$ cat src/edd_pkg.sv
`default_nettype none

package edd_pkg;

  localparam int ERR_W = 10;
  localparam int SUM_W = 12;
  localparam int PIX_W = 8;

  localparam logic signed [SUM_W-1:0] SHARE_RIGHT = 12'sd7;
  localparam logic signed [SUM_W-1:0] SHARE_DOWN_LEFT = 12'sd3;
  localparam logic signed [SUM_W-1:0] SHARE_DOWN = 12'sd5;
  localparam int SHARE_SHIFT = 4;
  localparam logic [PIX_W-1:0] PIX_MAX = 8'd255;

  localparam logic signed [SUM_W-1:0] ERR_MIN = -12'sd512;
  localparam logic signed [SUM_W-1:0] ERR_MAX = 12'sd511;

  typedef enum logic [1:0] {
    REG_LINE_WIDTH   = 2'd0,
    REG_FRAME_HEIGHT = 2'd1,
    REG_THRESHOLD    = 2'd2
  } edd_reg_t;

  typedef struct packed {
    logic [7:0] line_width;
    logic [6:0] frame_height;
    logic [7:0] threshold;
  } edd_cfg_t;

  typedef struct packed {
    logic mono_bit;
    logic end_of_line;
    logic end_of_frame;
  } edd_result_t;

  function automatic logic signed [ERR_W-1:0] sat_err(input logic signed [SUM_W-1:0] v);
    logic signed [ERR_W-1:0] r;
    if (v < ERR_MIN) begin
      r = ERR_MIN[ERR_W-1:0];
    end else if (v > ERR_MAX) begin
      r = ERR_MAX[ERR_W-1:0];
    end else begin
      r = v[ERR_W-1:0];
    end
    return r;
  endfunction

  function automatic logic signed [SUM_W-1:0] err_ext(input logic signed [ERR_W-1:0] v);
    return $signed({{(SUM_W-ERR_W){v[ERR_W-1]}}, v});
  endfunction

endpackage

`default_nettype wire

$ cat src/edd_line_store.sv
`default_nettype none

module edd_line_store #(
  parameter int DEPTH = 128,
  localparam int AW = $clog2(DEPTH)
) (
  input  wire logic                         clk,
  input  wire logic                         rst_n,
  input  wire logic [AW-1:0]                rd_addr,
  output logic signed [edd_pkg::ERR_W-1:0]  rd_data,
  input  wire logic                         wr_en,
  input  wire logic [AW-1:0]                wr_addr,
  input  wire logic signed [edd_pkg::ERR_W-1:0] wr_data,
  output logic                              busy
);
  import edd_pkg::*;

  logic [ERR_W-1:0] mem [DEPTH];
  logic [ERR_W-1:0] ram_q_r;
  logic [ERR_W-1:0] fwd_data_r;
  logic             fwd_r;
  logic             clr_busy_r, clr_busy_nxt;
  logic [AW-1:0]    clr_addr_r, clr_addr_nxt;
  logic             we;
  logic [AW-1:0]    wa;
  logic [ERR_W-1:0] wd;

  // clearing sweep takes the write port after reset
  always_comb begin
    if (clr_busy_r) begin
      we = 1'b1;
      wa = clr_addr_r;
      wd = '0;
    end else begin
      we = wr_en;
      wa = wr_addr;
      wd = wr_data;
    end
    clr_addr_nxt = clr_addr_r + AW'(1);
    clr_busy_nxt = clr_busy_r && (clr_addr_r != AW'(DEPTH - 1));
  end

  always_ff @(posedge clk) begin
    if (!rst_n) begin
      clr_busy_r <= 1'b1;
      clr_addr_r <= '0;
    end else if (clr_busy_r) begin
      clr_busy_r <= clr_busy_nxt;
      clr_addr_r <= clr_addr_nxt;
    end
  end

  always_ff @(posedge clk) begin
    if (we) begin
      mem[wa] <= wd;
    end
    ram_q_r    <= mem[rd_addr];
    fwd_r      <= we && (wa == rd_addr);
    fwd_data_r <= wd;
  end

  // write-first on a same-address collision
  assign rd_data = $signed(fwd_r ? fwd_data_r : ram_q_r);
  assign busy    = clr_busy_r;

endmodule

`default_nettype wire

$ cat src/edd_core.sv
`default_nettype none

module edd_core #(
  parameter int MAX_WIDTH  = 128,
  parameter int MAX_HEIGHT = 64,
  localparam int CW = $clog2(MAX_WIDTH)
) (
  input  wire logic                             clk,
  input  wire logic                             rst_n,
  input  wire edd_pkg::edd_cfg_t                cfg,
  input  wire logic                             accept,
  input  wire logic [edd_pkg::PIX_W-1:0]        gray_pixel,
  output edd_pkg::edd_result_t                  result,
  output logic [CW-1:0]                         rd_addr,
  input  wire logic signed [edd_pkg::ERR_W-1:0] rd_data,
  output logic                                  wr_en,
  output logic [CW-1:0]                         wr_addr,
  output logic signed [edd_pkg::ERR_W-1:0]      wr_data
);
  import edd_pkg::*;

  localparam int RW    = $clog2(MAX_HEIGHT);
  localparam int CMPW  = (CW + 1 > 9) ? CW + 1 : 9;
  localparam int RCMPW = (RW + 1 > 8) ? RW + 1 : 8;

  logic [CW-1:0]           col_r, col_nxt;
  logic [RW-1:0]           row_r, row_nxt;
  logic signed [ERR_W-1:0] right_r, right_nxt;
  logic signed [ERR_W-1:0] diag_r, diag_nxt;
  logic                    pend_valid_r, pend_valid_nxt;
  logic [CW-1:0]           pend_addr_r, pend_addr_nxt;
  logic signed [ERR_W-1:0] pend_val_r, pend_val_nxt;

  logic [CMPW-1:0]         w_raw, w_eff;
  logic [RCMPW-1:0]        h_raw, h_eff;
  logic                    eol, last_row, white;
  logic signed [ERR_W-1:0] below;
  logic signed [SUM_W-1:0] sum;
  logic [PIX_W-1:0]        value;
  logic signed [ERR_W-1:0] err;
  logic signed [SUM_W-1:0] err_w, p_right, p_left, p_down;
  logic signed [SUM_W-1:0] s_right, s_left, s_down, s_diag;

  always_comb begin
    w_raw = CMPW'(cfg.line_width);
    if (w_raw == '0) begin
      w_eff = CMPW'(1);
    end else if (w_raw > CMPW'(MAX_WIDTH)) begin
      w_eff = CMPW'(MAX_WIDTH);
    end else begin
      w_eff = w_raw;
    end
    h_raw = RCMPW'(cfg.frame_height);
    if (h_raw == '0) begin
      h_eff = RCMPW'(1);
    end else if (h_raw > RCMPW'(MAX_HEIGHT)) begin
      h_eff = RCMPW'(MAX_HEIGHT);
    end else begin
      h_eff = h_raw;
    end
    eol      = (CMPW'(col_r) + CMPW'(1)) >= w_eff;
    last_row = (RCMPW'(row_r) + RCMPW'(1)) >= h_eff;

    // newest value of the entry may still sit in the pending slot
    below = (pend_valid_r && (pend_addr_r == col_r)) ? pend_val_r : rd_data;

    sum = $signed({{(SUM_W-PIX_W){1'b0}}, gray_pixel}) + err_ext(right_r) + err_ext(below);
    if (sum < 0) begin
      value = '0;
    end else if (sum > $signed({{(SUM_W-PIX_W){1'b0}}, PIX_MAX})) begin
      value = PIX_MAX;
    end else begin
      value = sum[PIX_W-1:0];
    end
    white = value >= cfg.threshold;
    err   = white ? $signed({2'b00, value}) - $signed({2'b00, PIX_MAX})
                  : $signed({2'b00, value});

    err_w   = err_ext(err);
    p_right = err_w * SHARE_RIGHT;
    p_left  = err_w * SHARE_DOWN_LEFT;
    p_down  = err_w * SHARE_DOWN;
    s_right = p_right >>> SHARE_SHIFT;
    s_left  = err_ext(pend_val_r) + (p_left >>> SHARE_SHIFT);
    s_down  = err_ext(diag_r) + (p_down >>> SHARE_SHIFT);
    s_diag  = err_w >>> SHARE_SHIFT;

    result.mono_bit     = white;
    result.end_of_line  = eol;
    result.end_of_frame = eol && last_row;

    col_nxt        = col_r;
    row_nxt        = row_r;
    right_nxt      = right_r;
    diag_nxt       = diag_r;
    pend_valid_nxt = pend_valid_r;
    pend_addr_nxt  = pend_addr_r;
    pend_val_nxt   = pend_val_r;
    if (accept) begin
      col_nxt        = eol ? '0 : col_r + CW'(1);
      row_nxt        = eol ? (last_row ? '0 : row_r + RW'(1)) : row_r;
      right_nxt      = eol ? '0 : sat_err(s_right);
      diag_nxt       = (eol || last_row) ? '0 : sat_err(s_diag);
      pend_valid_nxt = 1'b1;
      pend_addr_nxt  = col_r;
      pend_val_nxt   = last_row ? '0 : sat_err(s_down);
    end

    // pending entry retires to the store, taking its down-left share first
    wr_en   = accept && pend_valid_r;
    wr_addr = pend_addr_r;
    wr_data = ((col_r != '0) && !last_row) ? sat_err(s_left) : pend_val_r;
    rd_addr = col_nxt;
  end

  always_ff @(posedge clk) begin
    if (!rst_n) begin
      col_r        <= '0;
      row_r        <= '0;
      right_r      <= '0;
      diag_r       <= '0;
      pend_valid_r <= 1'b0;
    end else begin
      col_r        <= col_nxt;
      row_r        <= row_nxt;
      right_r      <= right_nxt;
      diag_r       <= diag_nxt;
      pend_valid_r <= pend_valid_nxt;
    end
  end

  always_ff @(posedge clk) begin
    pend_addr_r <= pend_addr_nxt;
    pend_val_r  <= pend_val_nxt;
  end

endmodule

`default_nettype wire

$ cat src/error_diffusion_dither_1bit.sv
// Floyd-Steinberg dither of 8-bit gray pixels in raster order to one mono bit per pixel.
// One pixel is taken per clock when the result side keeps up: the error line store is
// read in the cycle before, at the next column, and written once per pixel from a
// one-entry pending slot. After reset the line store is swept to zero, entry by entry,
// and no pixel is taken until the sweep ends; the configuration port is open at all
// times and should be written between frames.
`default_nettype none

module error_diffusion_dither_1bit #(
  parameter int MAX_WIDTH  = 128,
  parameter int MAX_HEIGHT = 64
) (
  input  wire logic       clk,
  input  wire logic       rst_n,
  input  wire logic       in_tvalid,
  output logic            in_tready,
  input  wire logic [7:0] in_tdata,   // [7:0] gray_pixel
  output logic            out_tvalid,
  input  wire logic       out_tready,
  output logic [7:0]      out_tdata,  // [0] mono_bit, [7:1] zero
  output logic            out_tlast,  // end_of_line
  output logic            out_tuser,  // end_of_frame
  input  wire logic       cfg_valid,
  output logic            cfg_ready,
  input  wire logic [1:0] cfg_index,
  input  wire logic [7:0] cfg_data
);
  import edd_pkg::*;

  localparam int CW = $clog2(MAX_WIDTH);

  edd_cfg_t                cfg_r, cfg_nxt;
  edd_result_t             core_res;
  edd_result_t             out_res_r;
  logic                    out_valid_r, out_valid_nxt;
  logic                    accept;
  logic                    store_busy;
  logic [CW-1:0]           rd_addr, wr_addr;
  logic signed [ERR_W-1:0] rd_data, wr_data;
  logic                    wr_en;

  assign cfg_ready = 1'b1;

  always_comb begin
    cfg_nxt = cfg_r;
    if (cfg_valid) begin
      unique case (edd_reg_t'(cfg_index))
        REG_LINE_WIDTH:   cfg_nxt.line_width   = cfg_data;
        REG_FRAME_HEIGHT: cfg_nxt.frame_height = cfg_data[6:0];
        REG_THRESHOLD:    cfg_nxt.threshold    = cfg_data;
        default:          cfg_nxt = cfg_r;
      endcase
    end
  end

  always_ff @(posedge clk) begin
    if (!rst_n) begin
      cfg_r.line_width   <= 8'd128;
      cfg_r.frame_height <= 7'd64;
      cfg_r.threshold    <= 8'd128;
    end else begin
      cfg_r <= cfg_nxt;
    end
  end

  assign in_tready = !store_busy && (!out_valid_r || out_tready);
  assign accept    = in_tvalid && in_tready;

  always_comb begin
    out_valid_nxt = out_valid_r;
    if (accept) begin
      out_valid_nxt = 1'b1;
    end else if (out_tready) begin
      out_valid_nxt = 1'b0;
    end
  end

  always_ff @(posedge clk) begin
    if (!rst_n) begin
      out_valid_r <= 1'b0;
    end else begin
      out_valid_r <= out_valid_nxt;
    end
  end

  always_ff @(posedge clk) begin
    if (accept) begin
      out_res_r <= core_res;
    end
  end

  assign out_tvalid = out_valid_r;
  assign out_tdata  = {7'b0000000, out_res_r.mono_bit};
  assign out_tlast  = out_res_r.end_of_line;
  assign out_tuser  = out_res_r.end_of_frame;

  edd_core #(
    .MAX_WIDTH  (MAX_WIDTH),
    .MAX_HEIGHT (MAX_HEIGHT)
  ) u_core (
    .clk        (clk),
    .rst_n      (rst_n),
    .cfg        (cfg_r),
    .accept     (accept),
    .gray_pixel (in_tdata),
    .result     (core_res),
    .rd_addr    (rd_addr),
    .rd_data    (rd_data),
    .wr_en      (wr_en),
    .wr_addr    (wr_addr),
    .wr_data    (wr_data)
  );

  edd_line_store #(
    .DEPTH (MAX_WIDTH)
  ) u_line_store (
    .clk     (clk),
    .rst_n   (rst_n),
    .rd_addr (rd_addr),
    .rd_data (rd_data),
    .wr_en   (wr_en),
    .wr_addr (wr_addr),
    .wr_data (wr_data),
    .busy    (store_busy)
  );

endmodule

`default_nettype wire
$ cat config.mk
export PLATFORM = sky130hd
export DESIGN_NAME = error_diffusion_dither_1bit
export DESIGN_NICKNAME = d
export VERILOG_FILES = /design/src/edd_pkg.sv /design/src/edd_line_store.sv /design/src/edd_core.sv /design/src/error_diffusion_dither_1bit.sv
export SDC_FILE = /design/constraint.sdc
export NUM_CORES = 2
export LEC_CHECK = 0
export BUFFER_PORTS_ARGS = -buffer_cell sky130_fd_sc_hd__clkbuf_2
export CAP_MARGIN = 20
export CORE_AREA = 2 2 449 451
export CTS_BUF_LIST = sky130_fd_sc_hd__clkbuf_16
export DETAILED_ROUTE_END_ITERATION = 12
export DIE_AREA = 0 0 451 453
export PLACE_DENSITY = 0.46
export SLEW_MARGIN = 25
export SYNTH_ARGS = -nofsm -noshare
export SYNTH_HDL_FRONTEND = slang
export SYNTH_SLANG_ARGS = --single-unit
$ cat constraint.sdc
create_clock -name clk -period 35.5 [get_ports clk]
set_input_delay 3.55 -clock clk [delete_from_list [all_inputs] [get_ports clk]]
set_output_delay 3.55 -clock clk [all_outputs]
set_load 0.1 [all_outputs]
==> metrics.csv <==
stage;metric;value;unit
logic_synthesis;synth_top_area_cell;edfxtp_1;
run_status;status;finished clean;
die;die_w;451;um
global_route;track_usage;16.7;%
setup_path;cp_slowest_stage_delay;770;ps
detailed_routing;drc_errors;0;
global_route;gr-total-overflow;0;
timing;grt_setup_unrepaired;false;
timing;clock.fmax;71.8;MHz
cts;numCtsBuffers;154;
die;initial_core_util;29.9;%
final_layout;regArea;40600;um2
detailed_routing;drt_iter0_drc;3070;
setup_path;worst-setup-path-type;input port to flop;
cts;htreeDepth;4;
logic_synthesis;yosys-top-cells-area;edfxtp_1 65%, mux2i_1 5.3%, nand2_1 4.8%;
cts;cts_tree;done;
final_layout;syn2layout_area_growth;14.3;%
setup_path;critPathMaxFanout;78;
timing;relSlewSlack;23.5;%
die;fp.dieH;453;um
logic_synthesis;synth_top_area_share;65.5;%
cts;path_clk_slew;60;ps
final_layout;drive_gt1_share;11.3;%
timing;fin_skew;41.7;ps
cts;cts.sinks;1380;
timing;hold_viol;0;
logic_synthesis;syn_avg_cell_area;13.4;um2
die;io_pins;36;
power;leakage;22.7;nW
cts;cts_setup_buffers;0;
final_layout;multi_input_area;18000;um2
logic_synthesis;synth-seq-cells;1380;
logic_synthesis;synth_seq_area_share;68.2;%
timing;finalMaxSlewViolations;0;
logic_synthesis;synthCells;4446;
logic_synthesis;synth_area;59600;um2
detailed_routing;vias_per_cell;5.04;
final_layout;final_common_cell;edfxtp_1;
place;dp_hpwl;103000;um
cts;cts_resized;0;
die;coreArea;199000;um2
timing;fin_crit;13920;ps
setup_path;critPathSlowestCell;buf_4;
place;place_congestion;0.816;
setup_path;cp_data_required_time;35940;ps
power;max-vdd-ir-drop;0.000109;V
detailed_routing;post_drt_wl_per_cell;23.9;um
timing;worstMarginPinSlew;1140;ps
final_layout;nFillCells;19297;
cts;cts.path.max_buffers;3;
global_route;grt_max_degree;150;
final_layout;final_cell_mix;1300 x edfxtp_1, 755 x nand2_1, 422 x nand3_1, 314 x mux2i_1, 156 x clkbuf_16;
die;floorplan.rows;164;
logic_synthesis;async_flop_share;0;%
detailed_routing;firstDrtPassIters;6;
setup_path;cp.arrival;14370;ps
detailed_routing;ant_nets;0;
detailed_routing;vias;36574;
timing;finalSetupTns;0;ps
detailed_routing;routed_wirelength;174000;um
setup_path;cp_common_cell;ha_1;
cts;holdBufCountCts;0;
setup_path;cp-start-kind;input port;
final_layout;diodes;0;
die;dieArea;204000;um2
timing;fin_crit_sh;39.2;%
final_layout;nets;4622;
cts;clockRootBuffer;clkbuf_16;
place;numPortBuffers;27;
logic_synthesis;synth_top_flop_cell;edfxtp_1;
power;powerDensity;73.2;nW/um2
cts;clk-insertion-delay-late;800;ps
flow_run;drv_cap;0;
global_route;grt_pass1_wl;254000;um
final_layout;utilization;34.2;%
global_route;antenna_found_initial;4;
logic_synthesis;synth-edff-count;1300;
hold_path;hp-class;flop to flop;
logic_synthesis;yosys_warnings;0;
setup_path;endpoint_kind;flop;
logic_synthesis;synth_cell_types;86;
timing;final-setup-viol-count;0;
global_route;grt_pass1_vias;35616;
[final timing paths]
check	startpoint	end	slack [ps]	cells after the start
min	u_core.right_r[0]	u_core.right_r[0]	470	2
max	in_tdata[1]	u_line_store.mem[47][1]	21580	39
max reg2reg	u_core.col_r[1]	u_line_store.mem[47][1]	22710	44
min reg2reg	u_core.right_r[0]	u_core.right_r[0]	470	2
[layer usage]
metal | up-vias | global-route usage (%) | routed length (um)
li1 | 16728 | - | -
met3 | 232 | 2.46 | 7960
met4 | 0 | 4.81 | 4220
met5 | - | 0 | 0
met1 | 18704 | 23.2 | 79500
met2 | 910 | 27.0 | 81900
[cell families (layout without fill, tap and decap cells)]
| family | after synthesis | in the layout | share of synthesized area [%] |
|---|---|---|---|
| AO/OA/AOI/OAI | 582 | 582 | 6.89 |
| XOR/XNOR | 65 | 65 | 0.980 |
| adder cells (fa/ha/maj) | 116 | 116 | 2.66 |
| buffers and inverters | 366 | 516 | 2.48 |
| flip-flops | 1380 | 1380 | 68.2 |
| multiplexers | 369 | 369 | 7.27 |
| other | 2 | 8 | 0.0126 |
| AND/OR/NAND/NOR | 1566 | 1566 | 11.5 |
[critical path: cells and delay by family]
kind / cells / cell delay [ps]
AND/OR/NAND/NOR: 7 / 1110
buffers and inverters: 5 / 1610
adder cells (fa/ha/maj): 7 / 2270
AO/OA/AOI/OAI: 20 / 5680
[metrics by stage]
stage	hold slack [ps]	setup slack (ps)	total power, W	instances	instance area, um2
after floorplan	406	18080	0.00306	4452	59600
final	471	21580	0.00499	7258	68100
after global routing	488	20800	0.00529	7258	68100
after global placement	458	20820	0.00350	6983	63200
after CTS	474	21610	0.00503	7258	68100
after detailed placement	468	20800	0.00350	6983	63300
[final cells by class]
cell class / count / share of cell area [%]
Timing Repair Buffer: 148 / 1.62
Tap cell: 2656 / 4.88
Inverter: 93 / 0.516
Sequential cell: 1380 / 59.6
Clock buffer: 156 / 5.73
Multi-Input combinational cell: 2706 / 26.4
Clock inverter: 119 / 1.26
[registers in the layout, summed over array words and instances, names as in the netlist]
register,flops
u_core.pend_val_r,10
out_tvalid,1
u_core.right_r,8
out_tlast,1
u_core.col_r,7
u_line_store.ram_q_r,10
u_core.wr_addr,7
out_tuser,1
u_line_store.busy,1
out_tdata,1
u_line_store.clr_addr_r,7
u_core.diag_r,5
u_core.pend_valid_r,1
u_line_store.fwd_r,1
cfg_r,23
u_core.row_r,6
u_line_store.mem,1280
u_line_store.fwd_data_r,10
[Yosys cell counts (all sizes together) (7+ instances only)]
cell / n
a21o: 25
nor2b: 46
nand4: 9
nor3: 38
o21ai: 70
xor2: 20
or3: 7
fa: 18
nand3: 423
a22oi: 27
a211o: 22
buf: 95
o221ai: 60
edfxtp: 1300
and3: 20
o211ai: 36
and2: 36
nand2: 755
nor2: 189
o32ai: 14
o21a: 27
a31oi: 91
ha: 98
inv: 92
a21boi: 11
nor4: 16
a32oi: 21
xnor2: 45
clkbuf: 178
a311oi: 12
nand2b: 12
mux2i: 316
dfxtp: 80
a21oi: 120
mux4: 50
[report_power, final]
group	switching, W	internal, W	total (W)
registers	0.00000644	0.00178	0.00179
logic	0.000999	0.000680	0.00168
clock network	0.000665	0.000857	0.00152
(Power assumes the default switching activity.)
